[src/hw/rtl/ilir_pkg.sv]
`default_nettype none
// ----------------------------------------------------------------------------
// ilir_pkg: shared types and constants for the indexed list block
// Holds the command codes, the beat structs of both channels and the control
// word that the top level broadcasts to the row of cells.
// ----------------------------------------------------------------------------
package ilir_pkg;

  localparam int CAPACITY_DEF   = 16;
  localparam int DATA_WIDTH_DEF = 32;
  localparam int POS_W          = 5;
  localparam int WORD_W         = 32;

  typedef enum logic [1:0] {
    CMD_INSERT = 2'd0,
    CMD_GET    = 2'd1,
    CMD_REMOVE = 2'd2,
    CMD_CLEAR  = 2'd3
  } cmd_t;

  typedef struct packed {
    cmd_t              command;
    logic [POS_W-1:0]  position;
    logic [WORD_W-1:0] data_in;
  } in_t;

  typedef struct packed {
    logic              ok;
    logic [WORD_W-1:0] data_out;
    logic [POS_W-1:0]  count;
  } out_t;

  // Per-cycle control seen by every cell
  typedef struct packed {
    logic             ins;
    logic             rem;
    logic [POS_W-1:0] pos;
  } cell_ctrl_t;

endpackage : ilir_pkg
`default_nettype wire

[src/hw/rtl/ilir_cell.sv]
`default_nettype none
// ----------------------------------------------------------------------------
// ilir_cell: one list slot
// Holds one word. On insert it loads the new word at the target position or
// takes its left neighbor above it; on remove it takes its right neighbor at
// and above the target. Drives its word on the read bus when addressed.
// ----------------------------------------------------------------------------
module ilir_cell
  import ilir_pkg::*;
#(
  parameter int IDX        = 0,
  parameter int DATA_WIDTH = DATA_WIDTH_DEF
) (
  input  wire logic                  clk,
  input  wire cell_ctrl_t            ctrl,
  input  wire logic [DATA_WIDTH-1:0] new_word,
  input  wire logic [DATA_WIDTH-1:0] left_word,
  input  wire logic [DATA_WIDTH-1:0] right_word,
  output logic      [DATA_WIDTH-1:0] word_q,
  output logic      [DATA_WIDTH-1:0] rd_word
);

  logic [DATA_WIDTH-1:0] word_r;
  logic [DATA_WIDTH-1:0] word_nxt;
  logic                  hit;
  logic                  above;

  assign hit   = (int'(ctrl.pos) == IDX);
  assign above = (int'(ctrl.pos) <  IDX);

  always_comb begin
    word_nxt = word_r;
    if (ctrl.ins) begin
      if (hit) begin
        word_nxt = new_word;
      end else if (above) begin
        word_nxt = left_word;
      end
    end else if (ctrl.rem) begin
      if (hit || above) begin
        word_nxt = right_word;
      end
    end
  end

  // payload only, no reset
  always_ff @(posedge clk) begin
    word_r <= word_nxt;
  end

  assign word_q  = word_r;
  assign rd_word = hit ? word_r : '0;

endmodule : ilir_cell
`default_nettype wire

[src/hw/rtl/indexed_list_insert_remove.sv]
`default_nettype none
// ----------------------------------------------------------------------------
// indexed_list_insert_remove: ordered list with insert/get/remove at index
// Keeps up to CAPACITY words in a row of cells plus an entry count.
// ----------------------------------------------------------------------------
// Usage:
//   Drive in_item and raise start; the beat is taken at the clock edge where
//   start is high and busy is low. busy stays low, so a new command may be
//   issued every cycle.
//   Commands: insert at position (later entries move up), get at position,
//   remove at position (later entries move down), clear all.
//   Exactly one result per command appears on out_item in the cycle after the
//   accepting edge, flagged by out_valid for a single cycle. The receiver
//   has no way to stall; it must capture the beat in that cycle.
//   Throughput is 1 command per cycle: every cell updates from its neighbors
//   in the same cycle and the addressed cell is picked off the read bus into
//   the output register.
//   A failed command (index out of range, insert into a full list) returns
//   ok low, zero data and the unchanged count.
//   Reset empties the list and drops any pending result; cell contents are
//   not cleared, the count alone marks which cells hold entries.
// ----------------------------------------------------------------------------
module indexed_list_insert_remove
  import ilir_pkg::*;
#(
  parameter int CAPACITY   = CAPACITY_DEF,
  parameter int DATA_WIDTH = DATA_WIDTH_DEF
) (
  input  wire logic clk,
  input  wire logic rst_n,
  input  wire logic start,
  output logic      busy,
  input  wire in_t  in_item,
  output logic      out_valid,
  output out_t      out_item
);

  localparam int CNT_W  = $clog2(CAPACITY + 1);
  localparam int CMP_W  = (CNT_W > POS_W) ? CNT_W : POS_W;
  localparam int DWIDE  = (DATA_WIDTH > WORD_W) ? DATA_WIDTH : WORD_W;

  logic                  accept;
  logic [CNT_W-1:0]      count_r;
  logic [CNT_W-1:0]      count_nxt;
  logic                  out_valid_r;
  out_t                  out_r;
  out_t                  out_nxt;
  cell_ctrl_t            ctrl;
  logic [CMP_W-1:0]      pos_ext;
  logic [CMP_W-1:0]      cnt_ext;
  logic                  ins_ok;
  logic                  rd_ok;
  logic                  full;
  logic [DATA_WIDTH-1:0] new_word;
  logic [DATA_WIDTH-1:0] rd_bus;
  logic [DATA_WIDTH-1:0] cell_q  [CAPACITY];
  logic [DATA_WIDTH-1:0] cell_rd [CAPACITY];
  logic [CMP_W-1:0]      cnt_nxt_ext;

  assign busy   = 1'b0;
  assign accept = start && !busy;

  assign pos_ext  = CMP_W'(in_item.position);
  assign cnt_ext  = CMP_W'(count_r);
  assign full     = (count_r == CNT_W'(CAPACITY));
  assign ins_ok   = (pos_ext <= cnt_ext) && !full;
  assign rd_ok    = (pos_ext <  cnt_ext);
  assign new_word = DATA_WIDTH'(DWIDE'(in_item.data_in));

  assign ctrl.ins = accept && (in_item.command == CMD_INSERT) && ins_ok;
  assign ctrl.rem = accept && (in_item.command == CMD_REMOVE) && rd_ok;
  assign ctrl.pos = in_item.position;

  for (genvar k = 0; k < CAPACITY; k++) begin : g_cell
    logic [DATA_WIDTH-1:0] left_w;
    logic [DATA_WIDTH-1:0] right_w;
    if (k == 0) begin : g_first
      assign left_w = '0;
    end else begin : g_mid_l
      assign left_w = cell_q[k-1];
    end
    if (k == CAPACITY - 1) begin : g_last
      assign right_w = cell_q[k];
    end else begin : g_mid_r
      assign right_w = cell_q[k+1];
    end
    ilir_cell #(
      .IDX        (k),
      .DATA_WIDTH (DATA_WIDTH)
    ) u_cell (
      .clk        (clk),
      .ctrl       (ctrl),
      .new_word   (new_word),
      .left_word  (left_w),
      .right_word (right_w),
      .word_q     (cell_q[k]),
      .rd_word    (cell_rd[k])
    );
  end

  // at most one cell drives a nonzero word
  always_comb begin
    rd_bus = '0;
    for (int k = 0; k < CAPACITY; k++) begin
      rd_bus = rd_bus | cell_rd[k];
    end
  end

  always_comb begin
    count_nxt = count_r;
    out_nxt.ok       = 1'b0;
    out_nxt.data_out = '0;
    case (in_item.command)
      CMD_INSERT: begin
        if (ins_ok) begin
          count_nxt  = count_r + CNT_W'(1);
          out_nxt.ok = 1'b1;
        end
      end
      CMD_GET: begin
        if (rd_ok) begin
          out_nxt.ok       = 1'b1;
          out_nxt.data_out = WORD_W'(DWIDE'(rd_bus));
        end
      end
      CMD_REMOVE: begin
        if (rd_ok) begin
          count_nxt        = count_r - CNT_W'(1);
          out_nxt.ok       = 1'b1;
          out_nxt.data_out = WORD_W'(DWIDE'(rd_bus));
        end
      end
      CMD_CLEAR: begin
        count_nxt  = '0;
        out_nxt.ok = 1'b1;
      end
      default: begin
        count_nxt = count_r;
      end
    endcase
    cnt_nxt_ext   = CMP_W'(count_nxt);
    out_nxt.count = cnt_nxt_ext[POS_W-1:0];
  end

  always_ff @(posedge clk) begin
    if (!rst_n) begin
      count_r     <= '0;
      out_valid_r <= 1'b0;
    end else begin
      out_valid_r <= accept;
      if (accept) begin
        count_r <= count_nxt;
      end
    end
  end

  // hold result payload until the next beat
  always_ff @(posedge clk) begin
    if (accept) begin
      out_r <= out_nxt;
    end
  end

  assign out_valid = out_valid_r;
  assign out_item  = out_r;

  a_count_bound : assert property (@(posedge clk) disable iff (!rst_n)
    count_r <= CNT_W'(CAPACITY))
    else $error("entry count above capacity");

  a_one_result : assert property (@(posedge clk) disable iff (!rst_n)
    accept |=> out_valid)
    else $error("accepted command gave no result");

  a_clear_empties : assert property (@(posedge clk) disable iff (!rst_n)
    (accept && in_item.command == CMD_CLEAR) |=> (out_item.ok && out_item.count == '0))
    else $error("clear did not empty the list");

  a_fail_zero : assert property (@(posedge clk) disable iff (!rst_n)
    (out_valid && !out_item.ok) |-> (out_item.data_out == '0))
    else $error("failed command returned data");

endmodule : indexed_list_insert_remove
`default_nettype wire

[config.mk]
export PLATFORM = sky130hd
export DESIGN_NAME = indexed_list_insert_remove
export DESIGN_NICKNAME = d
export VERILOG_FILES = /design/src/hw/rtl/ilir_pkg.sv /design/src/hw/rtl/ilir_cell.sv /design/src/hw/rtl/indexed_list_insert_remove.sv
export SDC_FILE = /design/constraint.sdc
export NUM_CORES = 1
export LEC_CHECK = 0
export BUFFER_PORTS_ARGS = -buffer_cell sky130_fd_sc_hd__buf_2
export CELL_PAD_IN_SITES_DETAIL_PLACEMENT = 1
export CELL_PAD_IN_SITES_GLOBAL_PLACEMENT = 2
export CORE_ASPECT_RATIO = 0.8
export CORE_MARGIN = 10
export CORE_UTILIZATION = 40
export CTS_BUF_LIST = sky130_fd_sc_hd__clkbuf_8
export DETAILED_ROUTE_END_ITERATION = 7
export GPL_ROUTABILITY_DRIVEN = 0
export PLACE_DENSITY = 0.87
export SETUP_SLACK_MARGIN = 0.4
export SLEW_MARGIN = 5
export SYNTH_ARGS = -nofsm -noshare
export SYNTH_HDL_FRONTEND = slang
export SYNTH_SLANG_ARGS = --single-unit
[constraint.sdc]
create_clock -name clk -period 9.9 [get_ports clk]
set_input_delay 0.99 -clock clk [delete_from_list [all_inputs] [get_ports clk]]
set_output_delay 0.99 -clock clk [all_outputs]
set_load 0.05 [all_outputs]
==> impl_metrics.env <==
export IMPL_die_area_um2=88630
export IMPL_hold_viol_final=0
export IMPL_yosys_register_bits=556
export IMPL_drv_slew=0
export IMPL_nets=2707
export IMPL_fp_dieW_um=330.4
export IMPL_crit_type="in2reg"
export IMPL_post_drt_wl_per_cell_um=27.60
export IMPL_portBuffers=80
export IMPL_clkSinkCount=556
export IMPL_drt_iter0_markers=2481
export IMPL_start_util=0.4061
export IMPL_die_h_um=268.3
export IMPL_synth_top_area_share=0.5358
export IMPL_cts_made_buffers=93
export IMPL_fin_crit_sh=0.4721
export IMPL_cts_root_buf="clkbuf_8"
export IMPL_postCtsSetupBuffers=0
export IMPL_grt_overflow_total=0
export IMPL_use_met1=0.3019
export IMPL_clk_pin_slew_ns=0.06
export IMPL_ys_top_cells_by_area="edfxtp_1, mux2i_1, nand2_1"
export IMPL_ir_worst_vdd_uv=82.18
export IMPL_reg2reg_slack_ns=5.24
export IMPL_ios=82
export IMPL_rows=90
export IMPL_rsz0062_at_grt="false"
export IMPL_synth_seq_area_share=0.5397
export IMPL_postSynth_asyncResetShare=0
export IMPL_use_met2=0.3710
export IMPL_cp_required_ns=10.37
export IMPL_grt_pass1_vias=23760
export IMPL_worst_slack_ns=5.226
export IMPL_hpwl_um=54430
export IMPL_yosysTopAreaCell="edfxtp_1"
export IMPL_crit_arrival_ns=5.14
export IMPL_drtAntennaViolNets=0
export IMPL_yosys_top_cells_count="edfxtp_1, nand2_1, mux2i_1"
export IMPL_dr_pass1_iters=6
export IMPL_avgViaCountPerCell=6.196
export IMPL_critPathLaunchType="input port"
export IMPL_synth_edf_count=550
export IMPL_syn_to_final_growth_pct=7.956
export IMPL_powerDensity_nw_per_um2=148.2
export IMPL_drc=0
export IMPL_post_place_ws_ns=4.683
export IMPL_max_slew_margin=0.2275
export IMPL_holdCritPathClass="reg2reg"
export IMPL_setup_viol=0
export IMPL_drv_cap=0
export IMPL_grt_antenna_before_repair=7
export IMPL_place_inst=3571
export IMPL_seqCellArea_um2=16640
export IMPL_tightestPinTransition_ns=1.159
export IMPL_wirelength_um=103200
export IMPL_max_clock_freq_mhz=214.0
export IMPL_p_leak_nw=11.29
export IMPL_path_max_fanout=188
export IMPL_cts_resized=0
export IMPL_vias=23160
export IMPL_top_usage_layer="met2"
export IMPL_drive_gt1_frac=0.1266
export IMPL_syn_num_nets=2729
export IMPL_finalNonFillerCells=3738
export IMPL_ys_warn_count=0
export IMPL_fin_crit_ns=4.674
export IMPL_grt_max_degree=229
export IMPL_syn_avg_cell_area_um2=11.52
export IMPL_synth_most_common_cell="edfxtp_1"
export IMPL_fill_cells=8213
export IMPL_clk_latency_ns=0.72
export IMPL_multiInputGateArea_um2=12830
export IMPL_skew_ns=0.02623
export IMPL_grt_usage=0.2273
export IMPL_cts_hold_repair_buffers=0
export IMPL_p_total_mw=4.930
export IMPL_cts_tree="built"
export IMPL_synth_flop_cell="edfxtp_1"
export IMPL_grt_pass1_wl_um=154200
export IMPL_ys_types=55
export IMPL_end_kind="register"
export IMPL_htree_levels=3
export IMPL_grt_use_met3=0.04246
export IMPL_status="completed"
export IMPL_netlist_area_um2=30820
export IMPL_setup_tns_ns=0
export IMPL_clock_path_buffers=3
export IMPL_fp_coreArea_um2=75900
export IMPL_synth_cells=2676
[cell families (layout without fill, tap and decap cells)]
kind of cell / count (synthesis) / after routing / synth area share
compound gates: 771 / 771 / 0.1578
flops: 556 / 556 / 0.5397
mux: 512 / 512 / 0.1717
xor+xnor: 1 / 1 / 0.0002842
simple gates: 563 / 563 / 0.07616
other cells: 1 / 2 / 0.0001217
buf+inv: 261 / 310 / 0.04973
fa+ha+maj: 11 / 11 / 0.004465
[flip-flops by register name, indices dropped and copies added (netlist names)]
name and flops:
g_cell.u_cell.word_q 512, out_item 38, cnt_ext 5, out_valid 1
[power by group]
part,internal (mW),switching (mW)
clock,0.943,1.00
combinational,0.102,0.253
sequential,2.61,0.0213
[metal layers]
layer  up-vias  part of all wire
met5         -           0.00046
met4         6             0.028
met3       197             0.069
met2       931              0.48
met1     11870              0.42
li1      10160                 -
[through the flow]
| stage | hold WS (ns) | area, um^2 | util |
|---|---|---|---|
| global placement | 0.4967 | 31610 | 0.4165 |
| detailed placement | 0.5411 | 31610 | 0.4165 |
| CTS | 0.5532 | 33270 | 0.4384 |
| floorplan | 0.4808 | 30820 | - |
| finish | 0.5521 | 33270 | 0.4384 |
| global route | 0.5833 | 33270 | 0.4384 |
[placed cells by master (no fill, tap or decap), types with 4 or more instances in the layout]
cell        instances
mux2_4             23
clkinv_2           10
clkbuf_8           95
nand3_1            10
a21oi_1             5
mux2i_1           448
and3_1             33
buf_4              45
nor3_1              5
clkinv_1           26
edfxtp_1          550
o21ai_0           153
buf_12              4
a31oi_1            33
mux2_2             41
nor2_4             20
buf_2              80
a221oi_1           97
clkinvlp_4          4
dfxtp_1             6
ha_1               11
nand2_1           460
a22o_1             97
o21ai_1           301
inv_1              41
nor3_2              4
a22oi_1            64
nor2_1             12
[final timing paths]
check | startpoint | endpoint | cells after the start
hold reg to reg | cnt_ext[2] | cnt_ext[2] | 2
setup reg to reg | cnt_ext[3] | g_cell[0].u_cell.word_q[2] | 9
setup / recovery | in_item[36] | g_cell[0].u_cell.word_q[2] | 9
hold / removal | cnt_ext[2] | cnt_ext[2] | 2
[final cells by class]
type / instances / area share
Timing Repair Buffer: 129 / 0.02459
Tap cell: 1012 / 0.03805
Inverter: 15 / 0.001692
Antenna cell: 1 / 0.00007520
Multi-Input combinational cell: 1859 / 0.3856
Clock inverter: 71 / 0.01072
Sequential cell: 556 / 0.5000
Clock buffer: 95 / 0.03929
[worst max-delay path, cell delays in order]
cell and delay [ns]:
buf_2 0.33, ha_1 0.34, and3_1 0.19, nand3_1 0.13
a21boi_4 0.31, or3_4 0.89, buf_12 0.54, buf_12 0.62
mux2_2 0.41
No activity file was read; power rests on OpenSTA's default activity.
